==> config.mk <==
export PLATFORM = sky130hd
export DESIGN_NAME = wall_follow_pid_steering
export DESIGN_NICKNAME = d
export VERILOG_FILES = /design/src/sv/wfps_pkg.sv /design/src/sv/wfps_err_calc.sv /design/src/sv/wfps_mix.sv /design/src/sv/wall_follow_pid_steering.sv
export SDC_FILE = /design/constraint.sdc
export NUM_CORES = 2
export LEC_CHECK = 0
export BUFFER_PORTS_ARGS = -buffer_cell sky130_fd_sc_hd__buf_4
export CORE_AREA = 2 2 244 246
export CTS_CLUSTER_DIAMETER = 50
export DETAILED_ROUTE_END_ITERATION = 12
export DIE_AREA = 0 0 246 248
export PLACE_DENSITY = 0.85
export SLEW_MARGIN = 20
export SYNTH_ARGS = -nofsm -noshare
export SYNTH_HDL_FRONTEND = slang
export SYNTH_HIERARCHICAL = 1
export SYNTH_SLANG_ARGS = --single-unit
==> constraint.sdc <==
create_clock -name i_clk -period 7.5 [get_ports i_clk]
set_input_delay 0.375 -clock i_clk [delete_from_list [all_inputs] [get_ports i_clk]]
set_output_delay 0.375 -clock i_clk [all_outputs]
set_load 0.01 [all_outputs]
==> src/sv/wfps_pkg.sv <==
// ----------------------------------------------------------------------------
// wfps_pkg
// Types and constants shared by the wall-following steering modules.
// ----------------------------------------------------------------------------
`default_nettype none

package wfps_pkg;

    localparam int DIST_W     = 12;
    localparam int GAIN_W     = 16;
    localparam int SPEED_W    = 8;
    localparam int CASE_W     = 2;
    localparam int ERR_W      = 9;
    localparam int SUM_W      = 10;
    localparam int DIFF_W     = 10;
    localparam int PROD_W     = 27;
    localparam int CORR_W     = 28;
    localparam int FRAC_SHIFT = 12;
    localparam int Q_W        = 16;
    localparam int CFG_IDX_W  = 4;
    localparam int CFG_DATA_W = 16;

    localparam logic [CFG_IDX_W-1:0] REG_WALL_THRESH  = 4'd0;
    localparam logic [CFG_IDX_W-1:0] REG_TARGET_DIST  = 4'd1;
    localparam logic [CFG_IDX_W-1:0] REG_DEADBAND     = 4'd2;
    localparam logic [CFG_IDX_W-1:0] REG_GAIN_P       = 4'd3;
    localparam logic [CFG_IDX_W-1:0] REG_GAIN_I       = 4'd4;
    localparam logic [CFG_IDX_W-1:0] REG_GAIN_D       = 4'd5;
    localparam logic [CFG_IDX_W-1:0] REG_FRONT_MIN    = 4'd6;
    localparam logic [CFG_IDX_W-1:0] REG_CRUISE_LEVEL = 4'd7;

    localparam logic [CASE_W-1:0] CASE_CORRIDOR = 2'd0;
    localparam logic [CASE_W-1:0] CASE_LEFT     = 2'd1;
    localparam logic [CASE_W-1:0] CASE_RIGHT    = 2'd2;
    localparam logic [CASE_W-1:0] CASE_OPEN     = 2'd3;

    localparam logic signed [DIST_W:0]  ERR_LIMIT  = 13'sd128;
    localparam logic signed [SUM_W:0]   SUM_LIMIT  = 11'sd320;
    localparam logic [DIST_W-1:0]       FRONT_NEAR = 12'd400;
    localparam logic signed [CORR_W-1:0] BIAS_CORR = 28'sd20480;

    typedef struct packed {
        logic [DIST_W-1:0]  wall_thresh;
        logic [DIST_W-1:0]  target_dist;
        logic [DIST_W-1:0]  deadband;
        logic [GAIN_W-1:0]  gain_p;
        logic [GAIN_W-1:0]  gain_i;
        logic [GAIN_W-1:0]  gain_d;
        logic [DIST_W-1:0]  front_min;
        logic [SPEED_W-1:0] cruise_level;
    } t_cfg;

    typedef struct packed {
        logic signed [ERR_W-1:0] err;
        logic [CASE_W-1:0]       wall_case;
    } t_err_res;

endpackage

`default_nettype wire

==> src/sv/wfps_err_calc.sv <==
// ----------------------------------------------------------------------------
// wfps_err_calc
// Classifies the walls seen and forms the clamped steering error.
// ----------------------------------------------------------------------------
`default_nettype none

module wfps_err_calc
    import wfps_pkg::*;
(
    input  wire logic [DIST_W-1:0] i_left_diag,
    input  wire logic [DIST_W-1:0] i_right_diag,
    input  wire t_cfg              i_cfg,
    output t_err_res               o_res
);

    logic                     left_wall;
    logic                     right_wall;
    logic signed [DIST_W:0]   raw_err;
    logic signed [DIST_W:0]   db_err;
    logic [DIST_W:0]          mag;
    logic signed [DIST_W:0]   l_s;
    logic signed [DIST_W:0]   r_s;
    logic signed [DIST_W:0]   des_s;

    assign left_wall  = i_left_diag < i_cfg.wall_thresh;
    assign right_wall = i_right_diag < i_cfg.wall_thresh;
    assign l_s        = $signed({1'b0, i_left_diag});
    assign r_s        = $signed({1'b0, i_right_diag});
    assign des_s      = $signed({1'b0, i_cfg.target_dist});

    always_comb begin
        if (left_wall && right_wall) begin
            raw_err         = l_s - r_s;
            o_res.wall_case = CASE_CORRIDOR;
        end else if (left_wall) begin
            raw_err         = des_s - l_s;
            o_res.wall_case = CASE_LEFT;
        end else if (right_wall) begin
            raw_err         = r_s - des_s;
            o_res.wall_case = CASE_RIGHT;
        end else begin
            raw_err         = '0;
            o_res.wall_case = CASE_OPEN;
        end

        mag    = raw_err[DIST_W] ? unsigned'(-raw_err) : unsigned'(raw_err);
        db_err = (mag < {1'b0, i_cfg.deadband}) ? '0 : raw_err;

        if (db_err > ERR_LIMIT) begin
            o_res.err = ERR_LIMIT[ERR_W-1:0];
        end else if (db_err < -ERR_LIMIT) begin
            o_res.err = ERR_W'(-ERR_LIMIT);
        end else begin
            o_res.err = db_err[ERR_W-1:0];
        end
    end

endmodule

`default_nettype wire

==> src/sv/wfps_mix.sv <==
// ----------------------------------------------------------------------------
// wfps_mix
// Truncates a scaled motor level toward zero and saturates it.
// ----------------------------------------------------------------------------
`default_nettype none

module wfps_mix
    import wfps_pkg::*;
#(
    parameter int SPEED_MIN = 0,
    parameter int SPEED_MAX = 255
) (
    input  wire logic signed [CORR_W-1:0] i_scaled,
    output logic [SPEED_W-1:0]            o_speed
);

    localparam logic signed [Q_W-1:0] LIM_MIN = Q_W'(SPEED_MIN);
    localparam logic signed [Q_W-1:0] LIM_MAX = Q_W'(SPEED_MAX);
    localparam logic signed [CORR_W-1:0] ROUND_UP = CORR_W'((1 << FRAC_SHIFT) - 1);

    logic signed [CORR_W-1:0] adj;
    logic signed [Q_W-1:0]    q;

    always_comb begin
        adj = i_scaled[CORR_W-1] ? (i_scaled + ROUND_UP) : i_scaled;
        q   = $signed(adj[FRAC_SHIFT+Q_W-1:FRAC_SHIFT]);
        if (q < LIM_MIN) begin
            o_speed = LIM_MIN[SPEED_W-1:0];
        end else if (q > LIM_MAX) begin
            o_speed = LIM_MAX[SPEED_W-1:0];
        end else begin
            o_speed = q[SPEED_W-1:0];
        end
    end

endmodule

`default_nettype wire

==> src/sv/wall_follow_pid_steering.sv <==
// ----------------------------------------------------------------------------
// wall_follow_pid_steering
// PID steering for a wall-following differential-drive robot.
// ----------------------------------------------------------------------------
// The block takes one transaction of three distance samples per clock while
// not stalled and returns one transaction of two motor levels and the wall
// case. The stages are the input register, the error stage (which also
// updates the integral and the previous error, so the controller state closes
// its loop within that stage), the three gain multipliers, and the correction
// sum with mixing and saturation in the output register. A stall on the output
// backs up stage by stage.
// ----------------------------------------------------------------------------
`default_nettype none

module wall_follow_pid_steering
    import wfps_pkg::*;
#(
    parameter int SPEED_MIN = 0,
    parameter int SPEED_MAX = 255
) (
    input  wire logic                  i_clk,
    input  wire logic                  i_rst_n,
    input  wire logic                  i_cfg_we,
    input  wire logic [CFG_IDX_W-1:0]  i_cfg_idx,
    input  wire logic [CFG_DATA_W-1:0] i_cfg_data,
    input  wire logic                  i_valid,
    output logic                       o_stall,
    input  wire logic [DIST_W-1:0]     i_left_diag,
    input  wire logic [DIST_W-1:0]     i_right_diag,
    input  wire logic [DIST_W-1:0]     i_front_dist,
    output logic                       o_valid,
    input  wire logic                  i_stall,
    output logic [SPEED_W-1:0]         o_left_speed,
    output logic [SPEED_W-1:0]         o_right_speed,
    output logic [CASE_W-1:0]          o_wall_case
);

    t_cfg r_cfg;

    logic                     r_s0_valid;
    logic [DIST_W-1:0]        r_s0_left;
    logic [DIST_W-1:0]        r_s0_right;
    logic [DIST_W-1:0]        r_s0_front;

    logic                     r_s1_valid;
    logic signed [ERR_W-1:0]  r_s1_err;
    logic signed [SUM_W-1:0]  r_s1_sum;
    logic signed [DIFF_W-1:0] r_s1_diff;
    logic                     r_s1_bias_en;
    logic                     r_s1_bias_neg;
    logic [CASE_W-1:0]        r_s1_case;

    logic                     r_s2_valid;
    logic signed [PROD_W-1:0] r_s2_prod_p;
    logic signed [PROD_W-1:0] r_s2_prod_i;
    logic signed [PROD_W-1:0] r_s2_prod_d;
    logic                     r_s2_bias_en;
    logic                     r_s2_bias_neg;
    logic [CASE_W-1:0]        r_s2_case;

    logic                     r_s3_valid;
    logic [SPEED_W-1:0]       r_s3_left;
    logic [SPEED_W-1:0]       r_s3_right;
    logic [CASE_W-1:0]        r_s3_case;

    logic signed [ERR_W-1:0]  r_last_err;
    logic signed [SUM_W-1:0]  r_err_sum;

    logic                     ready0;
    logic                     ready1;
    logic                     ready2;
    logic                     ready3;

    t_err_res                 err_res;
    logic signed [SUM_W:0]    sum_raw;
    logic signed [SUM_W-1:0]  n_sum;
    logic signed [DIFF_W-1:0] n_diff;
    logic                     n_bias_en;
    logic                     n_bias_neg;

    logic signed [PROD_W-1:0] n_prod_p;
    logic signed [PROD_W-1:0] n_prod_i;
    logic signed [PROD_W-1:0] n_prod_d;

    logic signed [CORR_W-1:0] corr;
    logic signed [CORR_W-1:0] base_scaled;
    logic [SPEED_W-1:0]       n_left;
    logic [SPEED_W-1:0]       n_right;

    assign ready3  = !r_s3_valid || !i_stall;
    assign ready2  = !r_s2_valid || ready3;
    assign ready1  = !r_s1_valid || ready2;
    assign ready0  = !r_s0_valid || ready1;
    assign o_stall = !ready0;

    always_ff @(posedge i_clk) begin
        if (!i_rst_n) begin
            r_cfg.wall_thresh  <= 12'd480;
            r_cfg.target_dist  <= 12'd160;
            r_cfg.deadband     <= 12'd8;
            r_cfg.gain_p       <= 16'd512;
            r_cfg.gain_i       <= 16'd0;
            r_cfg.gain_d       <= 16'd256;
            r_cfg.front_min    <= 12'd160;
            r_cfg.cruise_level <= 8'd150;
        end else if (i_cfg_we) begin
            case (i_cfg_idx)
                REG_WALL_THRESH:  r_cfg.wall_thresh  <= i_cfg_data[DIST_W-1:0];
                REG_TARGET_DIST:  r_cfg.target_dist  <= i_cfg_data[DIST_W-1:0];
                REG_DEADBAND:     r_cfg.deadband     <= i_cfg_data[DIST_W-1:0];
                REG_GAIN_P:       r_cfg.gain_p       <= i_cfg_data[GAIN_W-1:0];
                REG_GAIN_I:       r_cfg.gain_i       <= i_cfg_data[GAIN_W-1:0];
                REG_GAIN_D:       r_cfg.gain_d       <= i_cfg_data[GAIN_W-1:0];
                REG_FRONT_MIN:    r_cfg.front_min    <= i_cfg_data[DIST_W-1:0];
                REG_CRUISE_LEVEL: r_cfg.cruise_level <= i_cfg_data[SPEED_W-1:0];
                default: ;
            endcase
        end
    end

    always_ff @(posedge i_clk) begin
        if (i_valid && ready0) begin
            r_s0_left  <= i_left_diag;
            r_s0_right <= i_right_diag;
            r_s0_front <= i_front_dist;
        end
    end

    wfps_err_calc u_err_calc (
        .i_left_diag  (r_s0_left),
        .i_right_diag (r_s0_right),
        .i_cfg        (r_cfg),
        .o_res        (err_res)
    );

    always_comb begin
        sum_raw = (SUM_W + 1)'(err_res.err) + (SUM_W + 1)'(r_err_sum);
        if (sum_raw > SUM_LIMIT) begin
            n_sum = SUM_LIMIT[SUM_W-1:0];
        end else if (sum_raw < -SUM_LIMIT) begin
            n_sum = SUM_W'(-SUM_LIMIT);
        end else begin
            n_sum = sum_raw[SUM_W-1:0];
        end
        n_diff     = DIFF_W'(err_res.err) - DIFF_W'(r_last_err);
        n_bias_en  = (r_s0_front < FRONT_NEAR) && (r_s0_front > r_cfg.front_min);
        n_bias_neg = r_s0_left > r_s0_right;
    end

    always_ff @(posedge i_clk) begin
        if (!i_rst_n) begin
            r_last_err <= '0;
            r_err_sum  <= '0;
        end else if (r_s0_valid && ready1) begin
            r_last_err <= err_res.err;
            r_err_sum  <= n_sum;
        end
    end

    always_ff @(posedge i_clk) begin
        if (r_s0_valid && ready1) begin
            r_s1_err      <= err_res.err;
            r_s1_sum      <= n_sum;
            r_s1_diff     <= n_diff;
            r_s1_bias_en  <= n_bias_en;
            r_s1_bias_neg <= n_bias_neg;
            r_s1_case     <= err_res.wall_case;
        end
    end

    always_comb begin
        n_prod_p = $signed(PROD_W'(r_cfg.gain_p)) * PROD_W'(r_s1_err);
        n_prod_i = $signed(PROD_W'(r_cfg.gain_i)) * PROD_W'(r_s1_sum);
        n_prod_d = $signed(PROD_W'(r_cfg.gain_d)) * PROD_W'(r_s1_diff);
    end

    always_ff @(posedge i_clk) begin
        if (r_s1_valid && ready2) begin
            r_s2_prod_p   <= n_prod_p;
            r_s2_prod_i   <= n_prod_i;
            r_s2_prod_d   <= n_prod_d;
            r_s2_bias_en  <= r_s1_bias_en;
            r_s2_bias_neg <= r_s1_bias_neg;
            r_s2_case     <= r_s1_case;
        end
    end

    always_comb begin
        corr = CORR_W'(r_s2_prod_p) + CORR_W'(r_s2_prod_i) + CORR_W'(r_s2_prod_d);
        if (r_s2_bias_en) begin
            corr = r_s2_bias_neg ? (corr - BIAS_CORR) : (corr + BIAS_CORR);
        end
        base_scaled = $signed(CORR_W'({r_cfg.cruise_level, {FRAC_SHIFT{1'b0}}}));
    end

    wfps_mix #(
        .SPEED_MIN (SPEED_MIN),
        .SPEED_MAX (SPEED_MAX)
    ) u_mix_left (
        .i_scaled (base_scaled - corr),
        .o_speed  (n_left)
    );

    wfps_mix #(
        .SPEED_MIN (SPEED_MIN),
        .SPEED_MAX (SPEED_MAX)
    ) u_mix_right (
        .i_scaled (base_scaled + corr),
        .o_speed  (n_right)
    );

    always_ff @(posedge i_clk) begin
        if (r_s2_valid && ready3) begin
            r_s3_left  <= n_left;
            r_s3_right <= n_right;
            r_s3_case  <= r_s2_case;
        end
    end

    always_ff @(posedge i_clk) begin
        if (!i_rst_n) begin
            r_s0_valid <= 1'b0;
            r_s1_valid <= 1'b0;
            r_s2_valid <= 1'b0;
            r_s3_valid <= 1'b0;
        end else begin
            if (ready0) begin
                r_s0_valid <= i_valid;
            end
            if (ready1) begin
                r_s1_valid <= r_s0_valid;
            end
            if (ready2) begin
                r_s2_valid <= r_s1_valid;
            end
            if (ready3) begin
                r_s3_valid <= r_s2_valid;
            end
        end
    end

    assign o_valid       = r_s3_valid;
    assign o_left_speed  = r_s3_left;
    assign o_right_speed = r_s3_right;
    assign o_wall_case   = r_s3_case;

endmodule

`default_nettype wire

Yosys cells after proc, flatten, opt, wreduce, memory -nomap -nowiden. Cells that the tools add are included.

Bits in registers: 298. Output and inout port bits: 20. Input bits: 61.

Muxes and demuxes: 17. Multiply operators: 3. Reductions and logical operators: 26. Add/sub/neg operators: 14. Order comparisons: 14. Equality and inequality tests: 7.

Operators with widths (number): 28-bit two-way mux (4); 13-bit two-way mux (5); 28-bit by 13-bit adder with 28-bit output (second input constant) (2); 17-bit by 10-bit multiplier with 27-bit output (2); 12-bit by 12-bit subtractor with 13-bit output (3); 16-bit by 9-bit greater-than comparator with 1-bit output (second input constant) (2); 16-bit by 1-bit < comparator with 1-bit output (second input constant) (2); 21-bit by 28-bit adder with 28-bit output (1); 26-bit by 27-bit adder with 28-bit output (1); 28-bit by 16-bit adder with 28-bit output (second input constant) (1); 28-bit by 27-bit adder with 28-bit output (1); 21-bit by 28-bit subtractor with 28-bit output (1); 28-bit by 16-bit subtractor with 28-bit output (second input constant) (1); 17-bit by 9-bit multiplier with 26-bit output (1); 12-bit greater-than comparator (2); 12-bit < comparator (2); 10-bit two-way mux (2); 9-bit two-way mux (2); 4-bit by 3-bit == test with 1-bit output (second input constant) (4); 8-bit two-way mux (2); 2-bit AND reduction (8); 13-bit by 9-bit greater-than comparator with 1-bit output (second input constant) (1); 13-bit by 12-bit < comparator with 1-bit output (1); 13-bit by 8-bit < comparator with 1-bit output (second input constant) (1); other kinds (14) (29).

Logic depth before layout (Yosys ltp).
Depth after elaboration: 15. Depth in mapped cells: 40. Mapped depth without buffers: 38.

Hierarchy. Netlist, hierarchy kept.

Modules (own cells, without submodules): wall_follow_pid_steering (times used 1, cells each 3080, area each 30065.1 µm²); wfps_err_calc (times used 1, cells each 481, area each 3419.5 µm²); wfps_mix (times used 2, cells each 43, area each 324.1 µm²).

Worst setup path before layout. Ideal clock, no wire load.

Kind: flip-flop to flip-flop. Start point: register r_s0_right[11]. End point: register r_err_sum[1]. Path slack: 0.124 ns. Stages on the path, launching flop included: 36. Arrival: 7.289 ns. Path buffers: 3. Setup time: 0.087 ns. Cells stage by stage: edfxtp_1 ha_1 nand4_1 or4_4 o21ai_2 nor2_4 buf_6 mux2i_1 o22ai_1 inv_1 ha_1 inv_1 nor4_1 a31oi_1 xnor2_1 ha_1 a2111oi_0 o2111a_1 a31oi_1 and3_1 buf_6 and4_4 o21a_1 ha_1 nor2b_1 o21ai_0 a21boi_0 o21ai_0 a21boi_0 o21ai_0 a21boi_0 o31a_1 a211o_1 and2_1 clkbuf_1 o31ai_1.

RTL lines: start: declaration (RTL line wall_follow_pid_steering.sv:42) `logic [DIST_W-1:0] r_s0_right;`; start signal: assignment (RTL line wall_follow_pid_steering.sv:124) `r_s0_right <= i_right_diag;`; end signal: assignment (RTL line wall_follow_pid_steering.sv:156) `r_err_sum <= n_sum;`; end: declaration (RTL line wall_follow_pid_steering.sv:67) `logic signed [SUM_W-1:0] r_err_sum;`.

==> reports/results.ini <==
[status]
status = completed

[synth]
syn_inst = 3647
synth_warnings = 6
synth_cell_types = 107
ys_ff_latch = 298
synthFlopType = edfxtp_1
synthesis.nets = 4460
yosysSeqAreaShare_pct = 22.5
syn-cell-area_sq_um = 34100
synth-async-reset-ratio_pct = 0
synth_edf_count = 171
synth.avg_cell_area_sq_um = 9.36

[timing]
drv_slew = 0
slew_headroom_pct = 27.8
period_minus_slack_ns = 7.30
fin_setup_tns_ns = 0
max_clock_freq_mhz = 137
fin_hold_ws_ns = 0.0435
hold_violations = 0
setup_viol = 0
worst_pin_slew_ns = 1.08
clock_skew_ns = 0.0218
period_share_pct = 97.4

[pwr]
peakVddDrop_mv = 0.368
power.density_nw_per_um2 = 273
p_leak_nw = 17.5

[global_routing]
grt_pass1_wl_microns = 138000
grt.overflow.total = 0
grt_pass1_vias = 27100
antenna_found_initial = 1
grt_use_total_pct = 28.7
grt_max_degree = 85

[final_layout]
multi_input_area_sq_um = 24400
drive_gt1_share_pct = 9.14
area_delta_synth_final_pct = 10.3
layout.nets = 4556
nFillCells = 4471
diodes = 0
regArea_sq_um = 7680

[routing]
drt_first_iter_violations = 1792
wl_per_cell_microns = 19.2
postRouteAntennaNets = 0
vias = 26800
vias_per_cell = 5.89
routed_wl_microns = 87300
dr.pass1.iters = 6
drc = 0

[cts]
root_buffer = clkbuf_16
path_clk_slew_ns = 0.06
clock_sinks = 298
clockBufferDepth = 3
cts_tree = yes
insertion_delay_ns = 0.58
numCtsBuffers = 39
htreeDepth = 2

[run]
cap_violations = 0

[setup_path]
cp_slowest_cell = or4_4
path_class = flop to flop
worstPathArrival_ns = 7.78
startpoint_type = flop
slowest_delay_ns = 0.58
crit_fanout = 13
reg2reg_slack_ns = 0.20
cp-end-kind = flop
critPathRequiredTime_ns = 7.98

[die]
initial_utilization_pct = 58.4
ios = 81
rows = 89
core_sq_um = 58500
dieHeight_microns = 248
die_area_sq_um = 61000
die_w_microns = 246

[place]
numPortBuffers = 80
dp_hpwl_microns = 67200
gp_congestion = 1.00

[min_path]
hold_path_class = primary input to flop

[synth_stat cells (7+ instances only)]
cell type	count	share of area [%]
a2111oi_0	8	0.21
a211o_1	10	0.26
a211oi_1	20	0.44
a21boi_0	8	0.18
a21o_1	67	1.5
a21oi_1	221	3.2
a31oi_1	23	0.42
a41oi_1	9	0.23
and2_1	191	3.5
and3_1	22	0.40
buf_2	9	0.13
clkbuf_1	123	1.4
dfxtp_1	127	7.4
edfxtp_1	171	15
fa_1	356	21
ha_1	396	15
inv_1	456	5.0
mux2_2	8	0.26
mux2i_1	59	1.7
nand2_1	477	5.2
nand2b_1	63	1.2
nand3_1	52	0.76
nand3b_1	9	0.20
nand4_1	24	0.44
nor2_1	149	1.6
nor2b_1	41	0.75
nor3_1	35	0.51
nor4_4	9	0.56
o2111ai_1	7	0.18
o211a_1	7	0.21
o211ai_1	8	0.18
o21a_1	24	0.53
o21ai_0	69	1.0
o21ai_1	8	0.12
o21bai_1	19	0.42
o22ai_1	12	0.22
o31ai_1	7	0.15
or2_2	8	0.15
or3_1	11	0.20
xnor2_1	123	3.2
xor2_1	64	1.6
[critical path: cells and delay by family (launching register included)]
| family | cells | cell delay [ns] |
|---|---|---|
| and+or+nand+nor | 11 | 2.44 |
| xor gates and xnor gates | 1 | 0.14 |
| buffers and inverters | 6 | 0.72 |
| adders and majority gates | 4 | 1.21 |
| muxes | 1 | 0.23 |
| AOI/OAI and AO/OA | 13 | 2.02 |
| DFF | 1 | 0.41 |
[area by class of cell]
| cell class | instances | area share (%) |
|---|---|---|
| clock buffer | 47 | 2.78 |
| clock inverter | 24 | 0.625 |
| inverter | 461 | 4.60 |
| multi-input combinational | 2745 | 64.8 |
| sequential | 298 | 20.4 |
| tap | 773 | 2.57 |
| timing repair buffer | 198 | 4.21 |
[cell families after synthesis]
family          share of synthesized area (%)
simple gates                             16.6
fa+ha+maj                                35.4
buf+inv                                  6.78
compound gates                           11.8
flops                                    22.5
xor+xnor                                 4.80
mux                                      2.08
[sequential cells by signal, indices dropped and copies added, names as in the netlist, 12 cells and up]
name         flops
r_s0_left       12
r_s0_right      12
r_cfg           96
r_s0_front      12
r_s2_prod_d     27
r_s2_prod_i     27
r_s2_prod_p     26
[cell usage in the layout, fill, tap and decap left out, drive strengths merged, types with 9 or more instances in the layout]
cell | Yosys | routed
mux2 | 9 | 9
nor2 | 151 | 151
a21boi | 9 | 9
nor2b | 41 | 41
a211o | 11 | 11
a2111oi | 9 | 9
clkbuf | 123 | 47
a31oi | 25 | 25
dfxtp | 127 | 127
o21ai | 80 | 80
or2 | 9 | 9
o21bai | 21 | 21
a41oi | 9 | 9
o22ai | 12 | 12
inv | 459 | 471
dlygate4sd3 | 0 | 36
nand3 | 52 | 52
a211oi | 24 | 24
nand3b | 9 | 9
ha | 396 | 396
a21oi | 223 | 223
a221oi | 10 | 10
or3 | 11 | 11
mux2i | 60 | 60
edfxtp | 171 | 171
nand2 | 478 | 478
fa | 356 | 356
a21o | 69 | 69
nor3 | 37 | 37
and2 | 192 | 192
clkinv | 2 | 12
nor4 | 15 | 15
o211ai | 9 | 9
buf | 20 | 162
xnor2 | 123 | 123
xor2 | 64 | 64
and3 | 23 | 23
nand2b | 63 | 63
nand4 | 24 | 24
o21a | 24 | 24
[what timing repair did]
action / 4_1_cts / 5_1_grt
endpoints found under the setup margin: 13 / 36
resized for setup: 3 / 53
endpoints found under the hold margin: 36 / 0
hold buffers: 36 / 0
pin swaps: 0 / 26
buffers inserted: 0 / 11
[metrics by stage]
stage	util [%]	area, sq um	worst slack [ns]	instances	total power [mW]
6_report	64.4	37700	0.199	4546	10.3
5_1_grt	64.4	37700	-0.142	4546	11.0
4_1_cts	63.9	37300	0.00977	4535	10.0
3_5_place_dp	61.0	35700	-0.0198	4428	8.09
3_3_place_gp	61.0	35700	0.0992	4428	7.92
2_1_floorplan	-	34100	0.124	3647	6.77
[power breakdown]
group | leakage (nW) | internal, mW | total (mW) | switching, mW
Sequential | 2.62 | 1.96 | 2.14 | 0.178
Combinational | 14.3 | 2.62 | 6.28 | 3.66
Clock | 0.633 | 1.06 | 1.84 | 0.779
Total | 17.5 | 5.65 | 10.3 | 4.62
[final timing paths]
kind,start,to,cells past startpoint
worst max register to register,r_s0_right[10],r_err_sum[1],36
worst max-delay path,r_s0_right[10],r_err_sum[1],36
worst min register to register,r_s2_case[0],o_wall_case[0],0
worst min-delay path,i_valid,r_s0_valid,3
[per-layer routing]
layer	wire length (microns)	global-route usage (%)
met5	13	0
met4	6030	17.5
met3	6140	5.41
met2	42000	48.9
met1	33100	33.7
Note: power is estimated with default switching activity, not from simulation.
